### src/hdl/array_linked_list_free_pool_macros.svh
// Assertion macros shared by the free pool list RTL.
`ifndef ARRAY_LINKED_LIST_FREE_POOL_MACROS_SVH
`define ARRAY_LINKED_LIST_FREE_POOL_MACROS_SVH

// Same-cycle implication, checked out of reset.
`define ALFP_ASSERT_NOW(label, clk, rst_n, ante, cons, msg) \
    label: assert property (@(posedge clk) disable iff (!rst_n) (ante) |-> (cons)) \
        else $error(msg);

// Next-cycle implication, checked out of reset.
`define ALFP_ASSERT_NEXT(label, clk, rst_n, ante, cons, msg) \
    label: assert property (@(posedge clk) disable iff (!rst_n) (ante) |=> (cons)) \
        else $error(msg);

`endif

### src/hdl/alfp_pkg.sv
// Shared types and constants of the free pool list.
package alfp_pkg;

    localparam int CAPACITY_DEF = 16;
    localparam int MAX_RESULTS  = 16;
    localparam int DATA_W       = 32;
    localparam int CNT_W        = $clog2(MAX_RESULTS);

    typedef enum logic {
        CMD_INSERT = 1'b0,
        CMD_WALK   = 1'b1
    } t_cmd;

    typedef enum logic [1:0] {
        ST_INSERTED = 2'd0,
        ST_FULL     = 2'd1,
        ST_ELEMENT  = 2'd2,
        ST_EMPTY    = 2'd3
    } t_status;

    // Controller to datapath
    typedef struct packed {
        logic    ins_write;
        logic    walk_start;
        logic    walk_read;
        logic    walk_next;
        logic    out_load;
        t_status out_status;
    } t_dp_cmd;

    // Datapath to controller
    typedef struct packed {
        logic out_free;
        logic pool_full;
        logic list_empty;
        logic walk_final;
    } t_dp_sts;

endpackage

### src/hdl/alfp_if.sv
// Valid/ready channel interfaces for command items and result items.
interface alfp_in_if;
    logic               valid;
    logic               ready;
    logic               cmd;
    logic signed [31:0] value;

    modport source (output valid, output cmd, output value, input ready);
    modport sink   (input valid, input cmd, input value, output ready);
endinterface

interface alfp_out_if;
    logic               valid;
    logic               ready;
    logic signed [31:0] data_out;
    logic [1:0]         status;
    logic               last;

    modport source (output valid, output data_out, output status, output last, input ready);
    modport sink   (input valid, input data_out, input status, input last, output ready);
endinterface

### src/hdl/alfp_ram.sv
// Generic single-write, single-read RAM with registered read data.
module alfp_ram #(
    parameter int WIDTH = 32,
    parameter int DEPTH = 16
) (
    input  logic                     i_clk,
    input  logic                     i_we,
    input  logic [$clog2(DEPTH)-1:0] i_waddr,
    input  logic [WIDTH-1:0]         i_wdata,
    input  logic                     i_re,
    input  logic [$clog2(DEPTH)-1:0] i_raddr,
    output logic [WIDTH-1:0]         o_rdata
);
    logic [WIDTH-1:0] r_mem [DEPTH];
    logic [WIDTH-1:0] r_rdata;

    always_ff @(posedge i_clk) begin
        if (i_we) begin
            r_mem[i_waddr] <= i_wdata;
        end
        if (i_re) begin
            r_rdata <= r_mem[i_raddr];
        end
    end

    assign o_rdata = r_rdata;
endmodule

### src/hdl/alfp_dp.sv
// Datapath: value and link memories, head and free pointers, walk cursor, result register.
module alfp_dp #(
    parameter int CAPACITY = alfp_pkg::CAPACITY_DEF
) (
    input  logic                  i_clk,
    input  logic                  i_rst_n,
    input  alfp_pkg::t_dp_cmd     i_cmd,
    input  logic signed [31:0]    i_value,
    input  logic                  i_out_ready,
    output alfp_pkg::t_dp_sts     o_sts,
    output logic                  o_out_valid,
    output logic signed [31:0]    o_data_out,
    output logic [1:0]            o_status,
    output logic                  o_last
);
    import alfp_pkg::*;

    localparam int SW = $clog2(CAPACITY);
    localparam int LW = $clog2(CAPACITY + 1);
    localparam logic [LW-1:0] NULL_LINK = LW'(CAPACITY);

    logic [LW-1:0]     r_head;
    logic [LW-1:0]     r_free;
    logic [SW-1:0]     r_cur;
    logic [CNT_W-1:0]  r_count;
    logic              r_out_valid;
    logic [DATA_W-1:0] r_data_out;
    t_status           r_status;
    logic              r_last;

    logic [DATA_W-1:0] w_val_rd;
    logic [LW-1:0]     w_link_rd;
    logic              w_final;
    logic              w_is_elem;

    // Slots are never freed, so the free list is always the untouched tail.
    alfp_ram #(.WIDTH(DATA_W), .DEPTH(CAPACITY)) u_val_ram (
        .i_clk   (i_clk),
        .i_we    (i_cmd.ins_write),
        .i_waddr (r_free[SW-1:0]),
        .i_wdata (i_value),
        .i_re    (i_cmd.walk_read),
        .i_raddr (r_cur),
        .o_rdata (w_val_rd)
    );

    alfp_ram #(.WIDTH(LW), .DEPTH(CAPACITY)) u_link_ram (
        .i_clk   (i_clk),
        .i_we    (i_cmd.ins_write),
        .i_waddr (r_free[SW-1:0]),
        .i_wdata (r_head),
        .i_re    (i_cmd.walk_read),
        .i_raddr (r_cur),
        .o_rdata (w_link_rd)
    );

    assign w_final   = (w_link_rd >= NULL_LINK) || (r_count == CNT_W'(MAX_RESULTS - 1));
    assign w_is_elem = (i_cmd.out_status == ST_ELEMENT);

    always_ff @(posedge i_clk) begin
        if (!i_rst_n) begin
            r_head      <= NULL_LINK;
            r_free      <= '0;
            r_out_valid <= 1'b0;
        end else begin
            if (i_cmd.ins_write) begin
                r_head <= r_free;
                r_free <= r_free + LW'(1);
            end
            if (i_cmd.out_load) begin
                r_out_valid <= 1'b1;
            end else if (i_out_ready) begin
                r_out_valid <= 1'b0;
            end
        end
    end

    always_ff @(posedge i_clk) begin
        if (i_cmd.walk_start) begin
            r_cur   <= r_head[SW-1:0];
            r_count <= '0;
        end else if (i_cmd.walk_next) begin
            r_cur   <= w_link_rd[SW-1:0];
            r_count <= r_count + CNT_W'(1);
        end
        if (i_cmd.out_load) begin
            r_data_out <= w_is_elem ? w_val_rd : '0;
            r_status   <= i_cmd.out_status;
            r_last     <= w_is_elem ? w_final : 1'b1;
        end
    end

    assign o_sts.out_free   = !r_out_valid || i_out_ready;
    assign o_sts.pool_full  = (r_free >= NULL_LINK);
    assign o_sts.list_empty = (r_head >= NULL_LINK);
    assign o_sts.walk_final = w_final;

    assign o_out_valid = r_out_valid;
    assign o_data_out  = r_data_out;
    assign o_status    = r_status;
    assign o_last      = r_last;
endmodule

### src/hdl/alfp_ctrl.sv
// Controller: sequences insert and walk commands over the datapath.
module alfp_ctrl (
    input  logic              i_clk,
    input  logic              i_rst_n,
    input  logic              i_in_valid,
    input  logic              i_in_cmd,
    input  alfp_pkg::t_dp_sts i_sts,
    output logic              o_in_ready,
    output alfp_pkg::t_dp_cmd o_cmd
);
    import alfp_pkg::*;

    typedef enum logic [2:0] {
        S_IDLE = 3'b001,
        S_READ = 3'b010,
        S_EMIT = 3'b100
    } t_state;

    t_state r_state;
    t_state n_state;

    always_comb begin
        n_state          = r_state;
        o_in_ready       = 1'b0;
        o_cmd            = '0;
        o_cmd.out_status = ST_INSERTED;
        case (r_state)
            S_IDLE: begin
                o_in_ready = i_sts.out_free;
                if (i_in_valid && i_sts.out_free) begin
                    if (t_cmd'(i_in_cmd) == CMD_INSERT) begin
                        o_cmd.ins_write  = !i_sts.pool_full;
                        o_cmd.out_load   = 1'b1;
                        o_cmd.out_status = i_sts.pool_full ? ST_FULL : ST_INSERTED;
                    end else if (i_sts.list_empty) begin
                        o_cmd.out_load   = 1'b1;
                        o_cmd.out_status = ST_EMPTY;
                    end else begin
                        o_cmd.walk_start = 1'b1;
                        n_state          = S_READ;
                    end
                end
            end
            S_READ: begin
                o_cmd.walk_read = 1'b1;
                n_state         = S_EMIT;
            end
            S_EMIT: begin
                if (i_sts.out_free) begin
                    o_cmd.out_load   = 1'b1;
                    o_cmd.out_status = ST_ELEMENT;
                    if (i_sts.walk_final) begin
                        n_state = S_IDLE;
                    end else begin
                        o_cmd.walk_next = 1'b1;
                        n_state         = S_READ;
                    end
                end
            end
            default: begin
                n_state = S_IDLE;
            end
        endcase
    end

    always_ff @(posedge i_clk) begin
        if (!i_rst_n) begin
            r_state <= S_IDLE;
        end else begin
            r_state <= n_state;
        end
    end
endmodule

### src/hdl/array_linked_list_free_pool.sv
// An insert or an empty walk gives its result item in the cycle after acceptance.
// Each walk element item takes a registered memory read, then an emit once output is free.
// Throughput: 1 item per cycle for inserts unless output stalls; a walk blocks new input.
// Reset (synchronous, active low): list empty, all slots free in index order, no result pending.
// Result items wait in an output register, so a stalled consumer only pauses the controller.
`include "array_linked_list_free_pool_macros.svh"
module array_linked_list_free_pool #(
    parameter int CAPACITY = alfp_pkg::CAPACITY_DEF
) (
    input  logic              i_clk,
    input  logic              i_rst_n,
    alfp_in_if.sink           i_in,
    alfp_out_if.source        o_out
);
    import alfp_pkg::*;

    t_dp_cmd w_cmd;
    t_dp_sts w_sts;
    logic    w_in_ready;

    // Controller: decides per cycle which datapath action runs.
    alfp_ctrl u_ctrl (
        .i_clk      (i_clk),
        .i_rst_n    (i_rst_n),
        .i_in_valid (i_in.valid),
        .i_in_cmd   (i_in.cmd),
        .i_sts      (w_sts),
        .o_in_ready (w_in_ready),
        .o_cmd      (w_cmd)
    );

    // Datapath: memories, pointers and the result register.
    alfp_dp #(.CAPACITY(CAPACITY)) u_dp (
        .i_clk       (i_clk),
        .i_rst_n     (i_rst_n),
        .i_cmd       (w_cmd),
        .i_value     (i_in.value),
        .i_out_ready (o_out.ready),
        .o_sts       (w_sts),
        .o_out_valid (o_out.valid),
        .o_data_out  (o_out.data_out),
        .o_status    (o_out.status),
        .o_last      (o_out.last)
    );

    assign i_in.ready = w_in_ready;

    // Never write a slot when the pool is exhausted.
    `ALFP_ASSERT_NOW(a_no_write_when_full, i_clk, i_rst_n, w_cmd.ins_write, !w_sts.pool_full, "insert wrote with no free slot")
    // An accepted insert always shows its result item in the next cycle.
    `ALFP_ASSERT_NEXT(a_insert_result, i_clk, i_rst_n, i_in.valid && i_in.ready && (i_in.cmd == CMD_INSERT), o_out.valid, "insert gave no result item")
    // Starting a walk must be followed by a memory read of the head slot.
    `ALFP_ASSERT_NEXT(a_walk_reads, i_clk, i_rst_n, w_cmd.walk_start, w_cmd.walk_read && !i_in.ready, "walk start not followed by a read")
endmodule

### src/flat_wrapper.sv
// flat-port wrapper written by rule: the top's interface ports become plain ports
module array_linked_list_free_pool_flat import alfp_pkg::*;
#(
    parameter int CAPACITY = alfp_pkg::CAPACITY_DEF
)
  (i_clk, i_rst_n, i_in_valid, i_in_cmd, i_in_value, i_in_ready, o_out_valid, o_out_data_out, o_out_status, o_out_last, o_out_ready);
  alfp_in_if i_in_i ();
  alfp_out_if o_out_i ();
  input  logic i_clk;
  input  logic i_rst_n;
  input wire logic [$bits(i_in_i.valid)-1:0] i_in_valid;
  input wire logic [$bits(i_in_i.cmd)-1:0] i_in_cmd;
  input wire logic [$bits(i_in_i.value)-1:0] i_in_value;
  output wire logic [$bits(i_in_i.ready)-1:0] i_in_ready;
  output wire logic [$bits(o_out_i.valid)-1:0] o_out_valid;
  output wire logic [$bits(o_out_i.data_out)-1:0] o_out_data_out;
  output wire logic [$bits(o_out_i.status)-1:0] o_out_status;
  output wire logic [$bits(o_out_i.last)-1:0] o_out_last;
  input wire logic [$bits(o_out_i.ready)-1:0] o_out_ready;
  assign i_in_i.valid = i_in_valid;
  assign i_in_i.cmd = i_in_cmd;
  assign i_in_i.value = i_in_value;
  assign i_in_ready = i_in_i.ready;
  assign o_out_valid = o_out_i.valid;
  assign o_out_data_out = o_out_i.data_out;
  assign o_out_status = o_out_i.status;
  assign o_out_last = o_out_i.last;
  assign o_out_i.ready = o_out_ready;
  array_linked_list_free_pool #(.CAPACITY(CAPACITY)) u_core (.i_clk(i_clk), .i_rst_n(i_rst_n), .i_in(i_in_i), .o_out(o_out_i));
endmodule
### config.mk
export PLATFORM = sky130hd
export DESIGN_NAME = array_linked_list_free_pool_flat
export DESIGN_NICKNAME = d
export VERILOG_FILES = /design/src/hdl/alfp_pkg.sv /design/src/hdl/alfp_if.sv /design/src/hdl/alfp_ram.sv /design/src/hdl/alfp_dp.sv /design/src/hdl/alfp_ctrl.sv /design/src/hdl/array_linked_list_free_pool.sv /design/src/flat_wrapper.sv
export VERILOG_INCLUDE_DIRS = /design/src /design/src/hdl
export SDC_FILE = /design/constraint.sdc
export NUM_CORES = 1
export LEC_CHECK = 0
export BUFFER_PORTS_ARGS = -buffer_cell sky130_fd_sc_hd__buf_2
export CAP_MARGIN = 20
export CORE_ASPECT_RATIO = 0.8
export CORE_MARGIN = 3
export CORE_UTILIZATION = 25
export DETAILED_ROUTE_END_ITERATION = 7
export PLACE_DENSITY_LB_ADDON = 0.05
export SLEW_MARGIN = 20
export SYNTH_ARGS = -nofsm -noshare
export SYNTH_HDL_FRONTEND = slang
export SYNTH_SLANG_ARGS = --single-unit
### constraint.sdc
create_clock -name i_clk -period 5.85 [get_ports i_clk]
set_clock_uncertainty 0.1 [all_clocks]
set_input_delay 0.8775 -clock i_clk [delete_from_list [all_inputs] [get_ports i_clk]]
set_output_delay 0.8775 -clock i_clk [all_outputs]
set_load 0.05 [all_outputs]
Word level (Yosys, flattened, before mapping)
Memory sizes are Yosys's and may differ from the RTL's. A register that Yosys moved wholly into a read port is not among the register bits.
Cells that the tools add are included.
Widths: inputs -> output; s select.

storage, ports and cells
  bits of input ports = 37
  memories kept = 2
  flip-flop bits (word level) = 57
  bits in writable memories = 592
  word-level logic and storage cells = 60

memories
  memory                        depth  width  read ports  clocked after memory_dff  write ports  RTL line        text
  u_core.u_dp.u_val_ram.r_mem   16     32     1           1                         1            alfp_ram.sv:14  logic [WIDTH-1:0] r_mem [DEPTH];
  u_core.u_dp.u_link_ram.r_mem  16     5      1           1                         1            alfp_ram.sv:14

cells by class
  $add $sub $neg = 2
  multiplexer cells = 27
  equal/unequal tests = 9
  reduce and logical (&&, ||, !) cells = 8
  $lt $le $gt $ge = 3

operator list
  operator             count
  $mux 3               7
  $ge 5x5->1 const B   3
  $mux 1               12
  $mux 4               3
  $pmux 3 s3           1
  $ne 2x2->1 const B   4
  $mux 2               3
  $pmux 3 s2           1
  $add 5x1->5 const B  1
  $add 4x1->4 const B  1
  $eq 4x4->1 const B   1
  $reduce_and 4->1     1
  $reduce_bool 2->1    2
  $eq 3x1->1 const B   1
  $eq 3x2->1 const B   1
  $eq 3x3->1 const B   1
  $eq 2x2->1 const B   1
  $logic_not 1->1      2
  $logic_or 1x1->1     2
  $logic_and 1x1->1    1

Depth between registers and ports, before layout
Gate-level depths: netlist of the first run.

  depth in word-level cells = 7
  gate-level depth with buffers = 6
  mapped depth without buffers = 5

By module
Synthesis of the first run repeated with hierarchy kept, for this count alone.

unflattened totals
  cell total of the unflattened synthesis = 1,167
  area total of the unflattened synthesis = 25,758.5 sq um

modules (own cells, without submodules)
  module                             area each (sq um)  seq. area each (sq um)  cells each  times used
  alfp_ram (u_core.u_dp.u_val_ram)   20,174.3           16,335.7                838         1
  alfp_ram (u_core.u_dp.u_link_ram)  3,263.1            2,552.4                 155         1
  alfp_dp                            2,108.3            1,471.4                 147         1
  alfp_ctrl                          212.7              60.1                    27          1

Worst setup path after synthesis of the first run
Ideal clock, no wire load.

  kind = in2reg
  from = in i_in_cmd
  to = mem u_core.u_dp.u_link_ram.r_mem[3][0] (netlist bit) (enable)
  arrival time = 4.054 ns
  slack = 1.219 ns
  cell stages on the path = 5
  path through = nor2_1 > and4_1 > buf_2 > nand2_1 > nor3_1

on the way
  word-level cells in the longest chain between the ends = 5

ends and longest elaborated chain
  what                          RTL line            text
  from (decl)                   flat_wrapper.sv:12  input wire logic [$bits(i_in_i.cmd)-1:0] i_in_cmd;
  $mux 1                        alfp_ctrl.sv:31     if (t_cmd'(i_in_cmd) == CMD_INSERT) begin
  $mux 2                        alfp_ctrl.sv:30     if (i_in_valid && i_sts.out_free) begin
  $mux 2                        alfp_ctrl.sv:27     case (r_state)
  $mux 1                        alfp_ram.sv:18      if (i_we) begin
  $mux 1 (implied by the code)  alfp_ram.sv:19      r_mem[i_waddr] <= i_wdata;
  to (decl)                     alfp_ram.sv:14

No other way between the ends.

Worst setup path in the final report of the first run
  from = in o_out_ready
  to = mem u_core.u_dp.u_val_ram.r_mem[12][3] (enable)

on the way
  word-level cells in the longest chain between the ends = 6

ends and longest elaborated chain
  what                          RTL line            text
  from (decl)                   flat_wrapper.sv:19  input wire logic [$bits(o_out_i.ready)-1:0] o_out_ready;
  $logic_or 1x1->1              alfp_dp.sv:93       assign o_sts.out_free = !r_out_valid || i_out_ready;
  $logic_and 1x1->1             alfp_ctrl.sv:30
  $mux 2                        alfp_ctrl.sv:30
  $mux 2                        alfp_ctrl.sv:27
  $mux 1                        alfp_ram.sv:18
  $mux 1 (implied by the code)  alfp_ram.sv:19
  to (decl)                     alfp_ram.sv:14

No other way between the ends.

==> results of run 1 <==
## state kept, by name (all words and copies together) (netlist names)
name                            count
u_core.u_dp.r_free                  5
u_core.u_dp.u_val_ram.o_rdata      32
u_core.u_dp.u_link_ram.r_mem       80
u_core.u_dp.o_data_out             32
u_core.u_dp.o_status                2
u_core.u_dp.r_cur                   4
u_core.u_dp.u_val_ram.r_mem       512
u_core.u_dp.o_out_valid             1
u_core.u_dp.r_count                 4
u_core.u_ctrl.r_state               3
u_core.u_dp.r_head                  5
u_core.u_dp.u_link_ram.o_rdata      5
u_core.u_dp.o_last                  1
## logic make-up after synthesis
group                      count (synthesis)  synth area share
xor gates and xnor gates                   2         0.0006818
AOI/OAI and AO/OA                         93           0.02663
and+or+nand+nor                          150           0.03014
adders and majority gates                  5          0.002435
muxes                                    155            0.1327
buffers and inverters                     63           0.01276
DFF                                      686            0.7947
## final cells by class
type	instances	area (um2)
Fill cell	9852	70870
Inverter	2	7.507
Timing Repair Buffer	110	718.2
Sequential cell	686	20420
Multi-Input combinational cell	405	5104
Clock buffer	101	2079
Clock inverter	36	380.4
Tap cell	1325	1658
## path summary, 6_finish.rpt
path                                               start                            endpoint  slack [ns]
worst max-delay path                         o_out_ready  u_core.u_dp.u_val_ram.r_mem[12][3]        2.30
worst min-delay path              u_core.u_dp.r_count[1]              u_core.u_dp.r_count[1]        0.38
worst max register to register  u_core.u_ctrl.r_state[0]  u_core.u_dp.u_val_ram.r_mem[12][3]        2.34
worst min register to register    u_core.u_dp.r_count[1]              u_core.u_dp.r_count[1]        0.38
## stage by stage
step	setup slack (ns)	hold WS, ns	utilization
after floorplan	1.219	0.3532	-
after global placement	1.524	0.3742	0.2753
after detailed placement	1.446	0.3790	0.2753
after CTS	2.127	0.3872	0.2996
after global routing	2.081	0.4213	0.3000
final	2.296	0.3843	0.3000
## cell usage after synthesis
cell | count | area share
or3_1 | 2 | 0.00049
nor3_1 | 5 | 0.00097
edfxtp_1 | 668 | 0.78
a31oi_1 | 1 | 0.00024
dfxtp_1 | 18 | 0.014
buf_4 | 8 | 0.0023
a31oi_2 | 1 | 0.00049
xnor2_1 | 1 | 0.00034
and4_1 | 2 | 0.00068
inv_1 | 2 | 0.00029
nor2b_1 | 6 | 0.0015
nor3b_4 | 2 | 0.0015
a21oi_1 | 3 | 0.00058
mux2i_1 | 2 | 0.00078
nand3_2 | 1 | 0.00039
ha_1 | 5 | 0.0024
nand4b_1 | 1 | 0.00034
xor2_1 | 1 | 0.00034
buf_1 | 15 | 0.0022
clkbuf_1 | 24 | 0.0035
mux2_2 | 5 | 0.0022
or2b_1 | 2 | 0.00058
nand3_1 | 7 | 0.0014
o21bai_1 | 2 | 0.00058
and2_1 | 2 | 0.00049
and3_1 | 32 | 0.0078
nor3b_1 | 1 | 0.00029
nand2b_1 | 6 | 0.0015
a22oi_1 | 74 | 0.022
nand4_2 | 1 | 0.00049
nor4b_1 | 1 | 0.00034
o21a_1 | 2 | 0.00058
buf_2 | 7 | 0.0014
nand2_1 | 58 | 0.0085
mux4_2 | 148 | 0.13
o21ai_0 | 4 | 0.00078
nor2_1 | 21 | 0.0031
a21boi_0 | 6 | 0.0018
buf_6 | 7 | 0.0031
## metal layers
layer / vias up / global-route usage / wire length [um]
li1: 5116 / - / -
met1: 6345 / 0.1886 / 33080
met2: 224 / 0.2015 / 31480
met3: 95 / 0.02134 / 2264
met4: 0 / 0.03492 / 1378
met5: - / 0 / 0
## worst min-delay path, stage by stage, from the launching register on
cell	delay [ns]
dfxtp_1	0.32
nand2_1	0.06
a21oi_1	0.05
## report_power, final
part	leakage [nW]	internal (mW)	total [mW]	switching [mW]
clock	1.20	2.78	4.76	1.98
sequential	6.22	5.61	5.69	0.0814
combinational	2.23	0.246	0.979	0.732
total	9.65	8.63	11.4	2.80
==> results.cfg, run 1 <==
[clocking]
tritoncts = done
cts_resized = 0
cts_buffer_depth = 3
clock_latency_ns = 0.63
postCtsHoldBufs = 0
cts-root-buf = clkbuf_16
cts_buffers = 78
post_cts_buffers = 0
numClockSinks = 686
clkTransAtPathRegs_ns = 0.06
htreeDepth = 3

[timing]
timing.final.crit_period_ns = 3.554
tns_ns = 0
fin_crit_sh = 0.6075
clock.fmax_ghz = 0.2814
final_hold_viol_count = 0
finalMaxSlewViolations = 0
setup_viol = 0
worst_pin_slew_ns = 1.019
relSlewSlack = 0.3209
rsz0062_at_grt = no

[worst_setup_path]
worstPathRequired_ns = 6.04
arrival_ns = 3.74
slowest_delay_ns = 0.83
worst-path-buf-inv = 3
end_kind = flip-flop
reg2reg_depth = 5
critPathTopFamily = simple AND/OR/NAND/NOR gates
path_common_cell = buf_4
critPathMaxFanout = 40
cp.depth = 7
crit_path_start_kind = input pin
crit_type = input pin to flip-flop
cp_slowest_cell = nor2_4
crit_chain = buf_2 > nand2b_2 > buf_4 > and4_1 > nand2_1 > nor2_4 > buf_4

[place]
dp.cells = 2526
dpl_cell_area_um2 = 27870
portBuffers = 73
hpwl_um = 37660
gp_congestion = 0.6609

[cells_and_area]
area_growth_pct = 18.18
drive_above_1_share = 0.2940
layout_commonest_cell = edfxtp_1
fin_nets = 1325
n_antenna_cell = 0
fin_area_um2 = 30370
final_cell_mix = 668 x edfxtp_1, 148 x mux4_2, 79 x clkbuf_16
stdcell_count = 2665

[logic_synthesis]
syn_inst = 1154
ys_seq_area_frac = 0.7947
ys_ff_latch = 686
syn-cell-area_um2 = 25700
ys_types = 39
avgSynthCellArea_um2 = 22.27
yosys_warnings = 0
synth_nets = 1196

[pwr]
p_leak_nw = 9.650
p_total_mw = 11.43
irDropWorstVdd_mv = 0.2152
powerDensity_nw_per_um2 = 376.4

[floorplan]
io_pins = 74
fp.dieH_um = 292.8
rows = 104
die_w_um = 364.4
die-area_um2 = 106700
start_util = 0.2538
core-area_um2 = 101200

[grt]
grt_max_degree = 79
grt-ovfl-total = 0
grt_pass1_vias = 13000
antenna_found_initial = 0
grt_usage = 0.1298
grt_first_pass_wirelength_um = 98720

[routing]
first_pass_iters = 5
drc = 0
routed_via_density = 4.420
ant_nets = 0
num_vias = 11780
post_drt_wl_per_cell_um = 25.59
drt_wl_total_um = 68200
dr.first_iter.drc_count = 808

[flow_run]
drv_cap = 0

[run_status]
outcome = complete, no violations

[min_path]
worstHoldPathType = flip-flop to flip-flop
holdPathStages = 2
Power figures use the tool's default switching activity.
==> inputs of run 2 (changes only) <==
--- a/config.mk
+++ b/config.mk
@@ -6,6 +6,7 @@
 export SDC_FILE = /design/constraint.sdc
 export NUM_CORES = 1
 export LEC_CHECK = 0
+export ABC_AREA = 1
 export BUFFER_PORTS_ARGS = -buffer_cell sky130_fd_sc_hd__buf_2
 export CAP_MARGIN = 20
 export CORE_ASPECT_RATIO = 0.8
==> constraint.sdc (replaced) <==
create_clock -name i_clk -period 3.3 [get_ports i_clk]
set_clock_uncertainty 0.1 [all_clocks]
set_input_delay 0.495 -clock i_clk [delete_from_list [all_inputs] [get_ports i_clk]]
set_output_delay 0.495 -clock i_clk [all_outputs]
set_load 0.05 [all_outputs]
==> results.cfg, run 2 <==
[logic_synthesis]
synth_edf_count = 668
syn_inst = 2697
async_flop_share = 0
synth_top_cell_by_area = edfxtp_1
synth.top_cell.area_share = 0.6931
yosys_warnings = 0
synth_nets = 2739
syn-cell-area_um2 = 28940
avgSynthCellArea_um2 = 10.73
ys_seq_area_frac = 0.7056
ys_types = 23
synth_top_cells_by_count = 830 x nand2_1, 668 x edfxtp_1, 496 x inv_1
synth_most_common_cell = nand2_1
ys_ff_latch = 686
synth.area.top_cells = edfxtp_1 69%, nand2_1 11%, nand3_1 7.8%
synth_ff_type = edfxtp_1

[floorplan]
rows = 110
die-area_um2 = 119900
core-area_um2 = 113700
io_pins = 74
fp.dieH_um = 310.3
start_util = 0.2546
die_w_um = 386.4

[min_path]
holdPathStages = 3
worst_hold_path.endpoint = u_core.u_dp.o_status[1]
worstHoldPathType = input pin to flip-flop
hold_start = i_in_cmd

[cells_and_area]
drive_above_1_share = 0.09117
area_growth_pct = 16.40
final_cell_mix = 829 x nand2_1, 668 x edfxtp_1, 494 x inv_1
layout_commonest_cell = nand2_1
fin_nets = 2824
reg_top3 = u_core.u_dp.u_val_ram.r_mem: 512 flops, u_core.u_dp.u_link_ram.r_mem: 80 flops
top_register = u_core.u_dp.u_val_ram.r_mem
largest_reg_flops = 512

[worst_setup_path]
critPathMaxFanout = 23
worstPathRequired_ns = 3.49
reg2reg_slack_ns = 0.90
crit_path_start_kind = flip-flop
crit_chain = nor2_1 > nand3_1 > nor2_2 > nand2_1 > nor2_4 > buf_4
reg2reg_depth = 6
cp.depth = 6
regToRegEndpoint = u_core.u_dp.u_val_ram.r_mem[10][25]
slowest_delay_ns = 0.43
regToRegStartpoint = u_core.u_dp.r_free[4]
cp_slowest_cell = buf_4
end_kind = flip-flop
crit_type = flip-flop to flip-flop
worst-path-buf-inv = 1
critPathTopFamily = simple AND/OR/NAND/NOR gates
arrival_ns = 2.59

[timing]
finalMaxSlewViolations = 0
clock.fmax_ghz = 0.4166
final_hold_viol_count = 0
tns_ns = 0
worst_pin_slew_ns = 0.9172
setup_ws_ns = 0.8995
fin_crit_sh = 0.7274
timing.final.crit_period_ns = 2.400
rsz0062_at_grt = no
relSlewSlack = 0.3885
setup_viol = 0

[clocking]
cts_buffer_depth = 3
numClockSinks = 686
cts_buffers = 81
clock_latency_ns = 0.65
post_cts_buffers = 0
cts-root-buf = clkbuf_16
clkTransAtPathRegs_ns = 0.06
tritoncts = done
htreeDepth = 3

[pwr]
irDropWorstVdd_mv = 0.2953
p_leak_nw = 13.89
powerDensity_nw_per_um2 = 553.7

[routing]
num_vias = 18080
drc = 0
post_drt_wl_per_cell_um = 19.47
drt_wl_total_um = 84780
dr.first_iter.drc_count = 1190
ant_nets = 0
routed_via_density = 4.151
first_pass_iters = 5

[grt]
grt_usage = 0.1433
grt_max_degree = 155
grt_pass1_vias = 18080
grt_first_pass_wirelength_um = 125400
antenna_found_initial = 0
grt-ovfl-total = 0

[place]
portBuffers = 73
hpwl_um = 45430
pre_cts_ws_ns = 0.5663
gp_congestion = 0.6998

[flow_run]
drv_cap = 0

[run_status]
outcome = complete, no violations
-- run 2: metal layers --
layer / global-route usage / up-vias / routed length (um)
met5: 0 / - / 0
met4: 0.03969 / 0 / 1900
met3: 0.02274 / 111 / 2547
met2: 0.2292 / 268 / 38750
met1: 0.2017 / 8802 / 41580
li1: - / 8894 / -
-- run 2: power breakdown --
group	total, mW	leakage [nW]	internal (mW)	switching (mW)
registers	9.69	6.20	9.65	0.0425
logic	0.622	6.51	0.123	0.499
clock network	8.34	1.17	4.74	3.60
total	18.7	13.9	14.5	4.14
-- run 2: kinds of logic (layout without fill, tap and decap cells) --
kind of cell	after synthesis	after routing	share of synthesized area
and+or+nand+nor	1362	1362	0.1972
AOI/OAI and AO/OA	16	16	0.002767
buffers and inverters	626	770	0.09170
xor gates and xnor gates	2	2	0.0006054
other	0	1	0
DFF	686	686	0.7056
adders and majority gates	5	5	0.002162
-- run 2: cell type report --
| class | count | area (um2) |
|---|---|---|
| Fill cell | 11790 | 80000 |
| Sequential cell | 686 | 20420 |
| Multi-Input combinational cell | 1385 | 5998 |
| Clock buffer | 109 | 2205 |
| Tap cell | 1512 | 1892 |
| Inverter | 499 | 1887 |
| Timing Repair Buffer | 129 | 1089 |
| Clock inverter | 33 | 193.9 |
| Antenna cell | 1 | 2.502 |
-- run 2: stage by stage --
step / util / hold WS (ns) / cell area, um2 / cells / power (mW)
finish: 0.2963 / 0.09519 / 33690 / 4354 / 18.65
CTS: 0.2963 / 0.01770 / 33680 / 4353 / 19.04
detailed placement: 0.2751 / 0.3867 / 31280 / 4210 / 10.52
global placement: 0.2751 / 0.3844 / 31280 / 4210 / 10.52
floorplan: - / 0.3625 / 28950 / 2697 / 10.20
global route: 0.2963 / 0.08272 / 33680 / 4353 / 19.41
-- run 2: worst max-delay path by stage --
stage,from,end,slack [ns]
after floorplan,u_core.u_dp.o_out_valid,u_core.u_dp.u_link_ram.r_mem[0][0],0.03
after global placement,i_in_cmd,u_core.u_dp.u_val_ram.r_mem[10][24],0.56
after detailed placement,i_in_cmd,u_core.u_dp.u_val_ram.r_mem[10][25],0.57
after CTS,u_core.u_dp.r_free[4],u_core.u_dp.u_val_ram.r_mem[1][10],0.86
after global routing,u_core.u_dp.r_free[4],u_core.u_dp.u_val_ram.r_mem[10][25],0.68
final,u_core.u_dp.r_free[4],u_core.u_dp.u_val_ram.r_mem[10][25],0.90
-- run 2: timing repair --
action / CTS / global route
hold buffers: 1 / 0
hold endpoints to repair: 4 / 0
resized for setup: 0 / 0
-- run 2: worst register-to-register path, stage by stage, from the launching register on --
cell     delay [ns]
dfxtp_1        0.33
nor2_1         0.19
nand3_1        0.12
nor2_2         0.31
nand2_1        0.34
nor2_4         0.18
buf_4          0.43
